File: src/design/mmdp_pkg.sv
// Shared widths, reset values and chain control type for the down-right pair difference search.
package mmdp_pkg;

   localparam int ELEM_W   = 32;
   localparam int RESULT_W = 33;
   localparam int CSR_W    = 6;

   // most negative result value, the start of every search
   localparam logic signed [RESULT_W-1:0] BEST_RESET = {1'b1, {(RESULT_W-1){1'b0}}};

   typedef logic signed [ELEM_W-1:0]   elem_type;
   typedef logic signed [RESULT_W-1:0] result_type;

   // control that travels from the sequencer to every cell of the row store
   typedef struct packed {
      logic     shift;
      elem_type tail_value;
   } chain_ctl_type;

endpackage

File: src/design/mmdp_req_if.sv
// Input channel: one matrix element per word.
interface mmdp_req_if;
   logic                valid;
   logic                ready;
   mmdp_pkg::elem_type  element;

   modport source (output valid, output element, input ready);
   modport sink (input valid, input element, output ready);
endinterface

File: src/design/mmdp_rsp_if.sv
// Result channel: one greatest difference per matrix.
interface mmdp_rsp_if;
   logic                 valid;
   logic                 ready;
   mmdp_pkg::result_type max_difference;

   modport source (output valid, output max_difference, input ready);
   modport sink (input valid, input max_difference, output ready);
endinterface

File: src/design/matrix_max_dominant_pair_difference.sv
// Top level: streaming greatest down-right pair difference over a square signed matrix.
//
// Usage:
//   req carries the matrix elements in row-major order, one word per element.
//   rsp carries one max_difference word per matrix, the greatest value of
//   mat[d][e] - mat[a][b] with d > a and e > b, exact in 33 bits.
//   csr_write_enable / csr_write_data set the side of the matrix (2 .. MAX_DIM,
//   smaller values act as 2, larger as MAX_DIM); a write restarts the matrix.
// Throughput: one element per cycle while the result slot is free for each last element.
//   Each element costs three compares, one 33-bit subtract and one row store chain shift.
// Latency: the result is registered and appears the cycle after the last
//   element of the matrix is accepted; the next matrix may start in that cycle.
// Row store: a chain of MAX_DIM cells shifting one place per element; the head
//   cell holds the minimum for the current column from the second row on; the
//   merged minimum enters at the cell at position dim-1.
// Reset: indices clear, side goes to 32 (or MAX_DIM if smaller), no clearing
//   pass is needed since the first row writes every column before it is read.
// Stall: while a result waits, elements other than a matrix's last are still
//   taken; the last element waits until the result slot is free.
module matrix_max_dominant_pair_difference #(
   parameter int MAX_DIM = 32
) (
   input  logic                           clock,
   input  logic                           reset,
   input  logic                           csr_write_enable,
   input  logic [mmdp_pkg::CSR_W-1:0]     csr_write_data,
   mmdp_req_if.sink                       req,
   mmdp_rsp_if.source                     rsp
);

   localparam int IDX_W      = (MAX_DIM > 1) ? $clog2(MAX_DIM) : 1;
   localparam int RESET_LAST = (MAX_DIM < 32) ? MAX_DIM - 1 : 31;

   logic [IDX_W-1:0]     last_ff, last_in;
   logic [IDX_W-1:0]     row_ff, row_in;
   logic [IDX_W-1:0]     col_ff, col_in;
   mmdp_pkg::elem_type   row_min_ff, row_min_in;
   mmdp_pkg::elem_type   diag_ff, diag_in;
   mmdp_pkg::result_type best_ff, best_in;
   logic                 rsp_valid_ff, rsp_valid_in;
   mmdp_pkg::result_type rsp_data_ff, rsp_data_in;

   mmdp_pkg::elem_type    cell_value [MAX_DIM];
   mmdp_pkg::chain_ctl_type chain_ctl;

   logic                 accept;
   logic                 first_row;
   logic                 final_word;
   mmdp_pkg::elem_type   x;
   mmdp_pkg::elem_type   head;
   mmdp_pkg::elem_type   store_new;
   mmdp_pkg::result_type diff;
   mmdp_pkg::result_type candidate;
   logic [31:0]          csr_wide;

   assign x          = req.element;
   assign head       = cell_value[0];
   assign first_row  = (row_ff == '0);
   assign final_word = (col_ff == last_ff) && (row_ff == last_ff);
   // only the last word of a matrix needs the result slot
   assign req.ready  = !rsp_valid_ff || rsp.ready || !final_word;
   assign accept     = req.valid && req.ready;

   assign rsp.valid          = rsp_valid_ff;
   assign rsp.max_difference = rsp_data_ff;

   always_comb begin
      csr_wide = {{(32-mmdp_pkg::CSR_W){1'b0}}, csr_write_data};
      if (csr_wide < 32'd2) begin
         last_in = IDX_W'(1);
      end else if (csr_wide > 32'(MAX_DIM)) begin
         last_in = IDX_W'(MAX_DIM - 1);
      end else begin
         last_in = IDX_W'(csr_wide - 32'd1);
      end
   end

   always_comb begin
      row_min_in = row_min_ff;
      diag_in    = diag_ff;
      best_in    = best_ff;
      row_in     = row_ff;
      col_in     = col_ff;
      rsp_data_in  = rsp_data_ff;
      rsp_valid_in = rsp_valid_ff && !rsp.ready;

      if (col_ff == '0 || x < row_min_ff) begin
         row_min_in = x;
      end
      if (first_row) begin
         store_new = row_min_in;
      end else begin
         store_new = (row_min_in < head) ? row_min_in : head;
      end
      diff = mmdp_pkg::result_type'(x) - mmdp_pkg::result_type'(diag_ff);
      candidate = best_ff;
      if (!first_row && col_ff != '0 && diff > best_ff) begin
         candidate = diff;
      end

      if (csr_write_enable) begin
         row_in  = '0;
         col_in  = '0;
         best_in = mmdp_pkg::BEST_RESET;
      end else if (accept) begin
         if (!first_row) begin
            diag_in = head;
         end
         best_in = candidate;
         if (col_ff == last_ff) begin
            col_in = '0;
            if (row_ff == last_ff) begin
               row_in       = '0;
               best_in      = mmdp_pkg::BEST_RESET;
               rsp_data_in  = candidate;
               rsp_valid_in = 1'b1;
            end else begin
               row_in = row_ff + IDX_W'(1);
            end
         end else begin
            col_in = col_ff + IDX_W'(1);
         end
      end else begin
         row_min_in = row_min_ff;
      end
   end

   always_comb begin
      chain_ctl.shift      = accept && !csr_write_enable;
      chain_ctl.tail_value = store_new;
   end

   always_ff @(posedge clock) begin
      if (reset) begin
         last_ff      <= IDX_W'(RESET_LAST);
         row_ff       <= '0;
         col_ff       <= '0;
         best_ff      <= mmdp_pkg::BEST_RESET;
         rsp_valid_ff <= 1'b0;
      end else begin
         if (csr_write_enable) begin
            last_ff <= last_in;
         end
         row_ff       <= row_in;
         col_ff       <= col_in;
         best_ff      <= best_in;
         rsp_valid_ff <= rsp_valid_in;
      end
   end

   always_ff @(posedge clock) begin
      row_min_ff  <= row_min_in;
      diag_ff     <= diag_in;
      rsp_data_ff <= rsp_data_in;
   end

   for (genvar i = 0; i < MAX_DIM; i++) begin : g_cell
      mmdp_pkg::elem_type neighbour;
      if (i == MAX_DIM - 1) begin : g_end
         assign neighbour = store_new;
      end else begin : g_mid
         assign neighbour = cell_value[i+1];
      end
      mmdp_cell u_cell (
         .clock           (clock),
         .ctl             (chain_ctl),
         .is_tail         (last_ff == IDX_W'(i)),
         .neighbour_value (neighbour),
         .value           (cell_value[i])
      );
   end

   a_index_range: assert property (@(posedge clock) disable iff (reset)
      (col_ff <= last_ff) && (row_ff <= last_ff))
      else $error("matrix index beyond side");

   a_csr_restart: assert property (@(posedge clock) disable iff (reset)
      csr_write_enable |=> (row_ff == '0) && (col_ff == '0))
      else $error("side write did not restart the matrix");

   a_result_source: assert property (@(posedge clock) disable iff (reset)
      $rose(rsp_valid_ff) |-> $past(accept && final_word))
      else $error("result raised without a final word");

   a_stall_only_on_final: assert property (@(posedge clock) disable iff (reset)
      !req.ready |-> (rsp_valid_ff && final_word))
      else $error("input held off without a waiting result");

endmodule

File: src/design/mmdp_cell.sv
// One cell of the row store: holds a column minimum and passes it towards the head.
module mmdp_cell (
   input  logic                    clock,
   input  mmdp_pkg::chain_ctl_type ctl,
   input  logic                    is_tail,
   input  mmdp_pkg::elem_type      neighbour_value,
   output mmdp_pkg::elem_type      value
);

   mmdp_pkg::elem_type value_ff;
   mmdp_pkg::elem_type value_in;

   // the tail cell takes the freshly merged minimum, the others take the next cell's word
   always_comb begin
      value_in = is_tail ? ctl.tail_value : neighbour_value;
   end

   always_ff @(posedge clock) begin
      if (ctl.shift) begin
         value_ff <= value_in;
      end
   end

   assign value = value_ff;

endmodule

File: src/flat_wrapper.sv
// flat-port wrapper written by rule: the top's interface ports become plain ports
module matrix_max_dominant_pair_difference_flat 
#(
   parameter int MAX_DIM = 32
)
  (clock, reset, csr_write_enable, csr_write_data, req_valid, req_element, req_ready, rsp_valid, rsp_max_difference, rsp_ready);
  mmdp_req_if req_i ();
  mmdp_rsp_if rsp_i ();
  input  logic clock;
  input  logic reset;
  input  logic csr_write_enable;
  input  logic [mmdp_pkg::CSR_W-1:0] csr_write_data;
  input wire logic [$bits(req_i.valid)-1:0] req_valid;
  input wire logic [$bits(req_i.element)-1:0] req_element;
  output wire logic [$bits(req_i.ready)-1:0] req_ready;
  output wire logic [$bits(rsp_i.valid)-1:0] rsp_valid;
  output wire logic [$bits(rsp_i.max_difference)-1:0] rsp_max_difference;
  input wire logic [$bits(rsp_i.ready)-1:0] rsp_ready;
  assign req_i.valid = req_valid;
  assign req_i.element = req_element;
  assign req_ready = req_i.ready;
  assign rsp_valid = rsp_i.valid;
  assign rsp_max_difference = rsp_i.max_difference;
  assign rsp_i.ready = rsp_ready;
  matrix_max_dominant_pair_difference #(.MAX_DIM(MAX_DIM)) u_core (.clock(clock), .reset(reset), .csr_write_enable(csr_write_enable), .csr_write_data(csr_write_data), .req(req_i), .rsp(rsp_i));
endmodule
File: config.mk
export PLATFORM = sky130hd
export DESIGN_NAME = matrix_max_dominant_pair_difference_flat
export DESIGN_NICKNAME = d
export VERILOG_FILES = /design/src/design/mmdp_pkg.sv /design/src/design/mmdp_req_if.sv /design/src/design/mmdp_rsp_if.sv /design/src/design/matrix_max_dominant_pair_difference.sv /design/src/design/mmdp_cell.sv /design/src/flat_wrapper.sv
export SDC_FILE = /design/constraint.sdc
export NUM_CORES = 2
export LEC_CHECK = 0
export BUFFER_PORTS_ARGS = -buffer_cell sky130_fd_sc_hd__clkbuf_2
export CORE_MARGIN = 2
export CORE_UTILIZATION = 63
export CTS_BUF_LIST = sky130_fd_sc_hd__clkbuf_2
export CTS_CLUSTER_DIAMETER = 50
export DETAILED_ROUTE_END_ITERATION = 7
export PLACE_DENSITY = 0.78
export SYNTH_ARGS = -nofsm -noshare
export SYNTH_HDL_FRONTEND = slang
export SYNTH_SLANG_ARGS = --single-unit
File: constraint.sdc
create_clock -name clock -period 106.5 [get_ports clock]
set_input_delay 21.3 -clock clock [delete_from_list [all_inputs] [get_ports clock]]
set_output_delay 21.3 -clock clock [all_outputs]
set_load 0.02 [all_outputs]
Yosys cells after proc, flatten, opt, wreduce, memory -nomap -nowiden. Index checks and enable logic that the tools add are counted.

Reduce and logical (&&, ||, !) cells: 23. $add $sub $neg: 4. Order comparisons: 5. Equality and inequality tests: 32. Multiplexer cells: 47. Bitwise operators: 2.

Operator list (count): 2-to-1 mux 32 bit (36); 2-to-1 mux 33 bit (3); equality test 5 bit, second input constant (15); less-than comparator 32 bit (2); equality test 5 x 4 -> 1 bit, second input constant (8); greater-than comparator 33 bit (1); subtractor 32 x 32 -> 33 bit (1); equality test 5 x 3 -> 1 bit, second input constant (4); 2-to-1 mux 5 bit (4); logical NOT 5 bit (3); adder 5 x 1 -> 5 bit, second input constant (2); equality test 5 x 2 -> 1 bit, second input constant (2); equality test 5 bit (2); greater-than comparator 6 bit, second input constant (1); logical AND 1 bit (6); less-than comparator 6 x 2 -> 1 bit, second input constant (1); equality test 5 x 1 -> 1 bit, second input constant (1); logical NOT 1 bit (5); nonzero test 5 bit (1); subtractor 5 x 1 -> 5 bit, second input constant (1); 2-to-1 mux 1 bit (4); AND reduction 4 bit (1); logical OR 1 bit (3); AND reduction 3 bit (1); other kinds (4) (5).

Bits in registers: 1170. Input bits: 43. Logic and storage cells: 153. Output and inout port bits: 35.

Logic depth before layout (Yosys ltp).
Word-level depth: 7. Mapped depth: 26. Gate-level depth less buffers: 24.

Cells and area by module. From an unflattened synthesis, not the netlist that was laid out.

Cells, all modules: 3263. Area total of the unflattened synthesis: 58650.0 µm².

By module, submodules not included: mmdp_cell (times used 32, cells an instance 68, area each 1505.2 µm², seq. area each 960.9 µm²); matrix_max_dominant_pair_difference (times used 1, cells an instance 1087, area each 10483.8 µm², seq. area each 3893.7 µm²).

Worst setup path before layout. Ideal clock, no wire load.

Path type: input port to flip-flop. Start point: input port rsp_ready. End point: register u_core.g_cell[0].u_cell.value_ff[0] (enable). Slack: 39.993 ns. Stages on the path: 4. Path buffers: 0. Library setup time: 2.449 ns. Arrival: 64.058 ns. Required time: 104.051 ns. Cells stage by stage: nor2b_1 > nand2b_1 > nand2_1 > nor2_1.

RTL lines: from (decl) (line flat_wrapper.sv:18) `input wire logic [$bits(rsp_i.ready)-1:0] rsp_ready;`; to (signal assigned) (line mmdp_cell.sv:20) `value_ff <= value_in;`; to (decl) (line mmdp_cell.sv:10) `mmdp_pkg::elem_type value_ff;`.

Final worst setup path.
Start point: input port rsp_ready. End point: output port req_ready.

Word-level cells in the longest chain between the ends: 2.

Ends and longest elaborated chain: logical OR 1 bit (2 in series) (line matrix_max_dominant_pair_difference.sv:61) `assign req.ready = !rsp_valid_ff || rsp.ready || !final_word;`; to (decl) (line flat_wrapper.sv:15) `output wire logic [$bits(req_i.ready)-1:0] req_ready;`.

Every way passes these cells.

==> results.cfg <==
[status]
status = finished, final reports clean

[worst_setup_path]
worst_setup_path_start_kind = input pin
ff2ff_setup_slack_ns = 97.89
worst_path_most_repeated_cell = clkbuf_2
cp_cell_sequence = clkbuf_2 -> nor2b_1 -> nand2b_1 -> clkbuf_2
cp_top_family = buffers and inverters
r2r_cells = 19
crit_fanout = 3
r2r-start = u_core.row_min_ff[30]
setup.worst_path.class = input pin to output pin
crit_path_end_kind = output pin
crit_slowest_cell = clkbuf_2
rr_endpoint = u_core.g_cell[2].u_cell.value[19]
slowest_delay_ns = 0.17
worst-path-buf-inv = 2
crit_required_ns = 85.20
arrival_ns = 21.81

[cells_and_area]
n_fill_cell = 5889
final_core_util_pct = 68.00
mostFrequentLayoutCell = edfxtp_1
final_cell_mix = 1121 x edfxtp_1, 1037 x nand2_1, 872 x o21ai_1
area_delta_synth_final_pct = 7.156
nNetsFinal = 4658
drive_above_1_share_pct = 14.53

[synthesis]
synthDistinctLibCells = 60
syn_nets = 4544
synth-edff-count = 1121
async_flop_share_pct = 0
seq_area_frac_synth_pct = 67.88
syn_inst = 4367
yosys_register_bits = 1170
synthFlopType = edfxtp_1
syn-cell-area_sq_um = 51040
yosys_warnings = 0
syn_area_per_cell_sq_um = 11.69

[floorplanning]
design.core.area_sq_um = 80420
die_w_um = 288.6
initial_core_util_pct = 63.46
num_io_pins = 78
dieArea_sq_um = 83300
num_rows = 104
fp.dieH_um = 288.6

[power_and_ir_drop]
p_per_area_nw_per_um2 = 15.96
power_leakage_uw = 0.02176
ir_drop_mv = 0.008743

[global_route]
grt_pass1_wl_um = 148700
grt_pass1_vias = 30840
grtUsageTotal_pct = 21.84
overflow = 0
antenna_found_initial = 3
grt_max_degree = 199

[place]
hpwl_um = 56530
port_buffers = 77
place_congestion = 0.9085

[sta]
grt_setup_unrepaired = no
hold_viol = 0
fmax_ghz = 0.02319
fin_crit_ns = 43.11
relSlewSlack_pct = 22.54
finalSetupTns_ns = 0
setup_violations = 0
period_share_pct = 40.48
clock_skew_ns = 0.1958
final_max_slew_viol_count = 0
worst_slew_pin_slew_ns = 1.158

[routing]
drt_iter0_drc = 2032
via_per_inst = 5.630
ant_nets = 0
first_pass_iters = 5
drt_wl_total_um = 90010
vias = 32160
wl_per_cell_um = 15.76
route.detailed.drc = 0

[clock_network]
cts_root_buf = clkbuf_2
post_cts_buffers = 0
post_cts_resized = 0
cts_sinks = 1170
tritoncts = done
h-tree-depth = 5
clk_pin_slew_ns = 0.10
worst_skew_pair.late_latency_ns = 1.49
cts_inserted_buffers = 302
hold_buffers = 0
cts.path.max_buffers = 4

[hold_path]
hold_class = flip-flop to flip-flop
whs_path_depth = 0
holdPathEnd = u_core.diag_ff[16]
hold_start = u_core.g_cell[0].u_cell.value[16]

[job]
drv_cap = 0
[per-stage QoR]
step,area (sq um),power (uW),std cells,worst slack (ns),hold WS (ns)
after global placement,52270,597.3,5237,63.37,0.4610
after detailed placement,52270,601.7,5237,63.38,0.4635
after global routing,54680,914.2,5711,63.34,0.4792
after CTS,54670,882.5,5705,63.38,0.4612
after floorplan,51040,611.8,4367,39.99,0.4492
final,54690,872.7,5712,63.39,0.4603
[worst max-delay path by stage]
stage          startpoint                          endpoint  slack (ns)  cells after the start
2_1_floorplan   rsp_ready  u_core.g_cell[0].u_cell.value[0]       39.99                      4
3_3_place_gp    rsp_ready                         req_ready       63.37                      4
3_5_place_dp    rsp_ready                         req_ready       63.38                      4
4_1_cts         rsp_ready                         req_ready       63.38                      4
5_1_grt         rsp_ready                         req_ready       63.34                      4
6_report        rsp_ready                         req_ready       63.39                      4
[cell type report]
class / count / area (sq um) / share of cell area (%)
Sequential cell: 1170 / 34640 / 63.35
Multi-Input combinational cell: 2702 / 14860 / 27.17
Clock buffer: 413 / 2067 / 3.780
Tap cell: 1060 / 1326 / 2.425
Timing Repair Buffer: 123 / 755.7 / 1.382
Inverter: 182 / 683.2 / 1.249
Clock inverter: 55 / 337.8 / 0.6177
Antenna cell: 7 / 17.52 / 0.03203
[worst register-to-register path: cells and delay by family, from the launching register on]
| kind | cells | cell delay (ns) |
|---|---|---|
| AOI/OAI and AO/OA | 7 | 2.80 |
| muxes | 3 | 2.02 |
| and+or+nand+nor | 4 | 1.26 |
| buffers and inverters | 3 | 1.24 |
| adders and majority gates | 2 | 0.62 |
| DFF | 1 | 0.36 |
[power breakdown]
part | switching (uW) | total [uW] | internal (uW)
logic | 42.0 | 60.7 | 18.7
clock network | 167 | 282 | 114
registers | 5.68 | 530 | 525
[Yosys cell counts, drive strengths merged, types with 36 or more instances]
master | n | area share [%]
mux2i | 36 | 0.71
mux2 | 55 | 1.2
nor2 | 47 | 0.35
inv | 182 | 1.3
clkbuf | 220 | 1.6
edfxtp | 1121 | 66
o21ai | 1021 | 10
a21oi | 51 | 0.50
buf | 93 | 0.93
dfxtp | 49 | 1.9
ha | 133 | 3.3
nand2 | 1058 | 7.8
[logic make-up after synthesis]
| kind of cell | Yosys count | share of synthesized area [%] |
|---|---|---|
| DFF | 1170 | 67.88 |
| and+or+nand+nor | 1225 | 9.535 |
| xor gates and xnor gates | 47 | 0.8066 |
| AOI/OAI and AO/OA | 1205 | 12.68 |
| muxes | 91 | 1.920 |
| adders and majority gates | 134 | 3.300 |
| buffers and inverters | 495 | 3.883 |
[registers in the layout, indices dropped and copies added (netlist names)]
register                    count
u_core.row_ff                   5
u_core.rsp.valid                1
u_core.g_cell.u_cell.value   1024
u_core.rsp.max_difference      33
u_core.row_min_ff              32
u_core.col_ff                   5
u_core.last_ff                  5
u_core.diag_ff                 32
u_core.best_ff                 33
[metal layers]
metal | track usage [%] | share of wire (%)
met1 | 27.34 | 43
met2 | 37.20 | 50
met3 | 4.171 | 4.4
met4 | 9.845 | 2.7
met5 | 0 | 0
No activity file was read; power rests on OpenSTA's default activity.
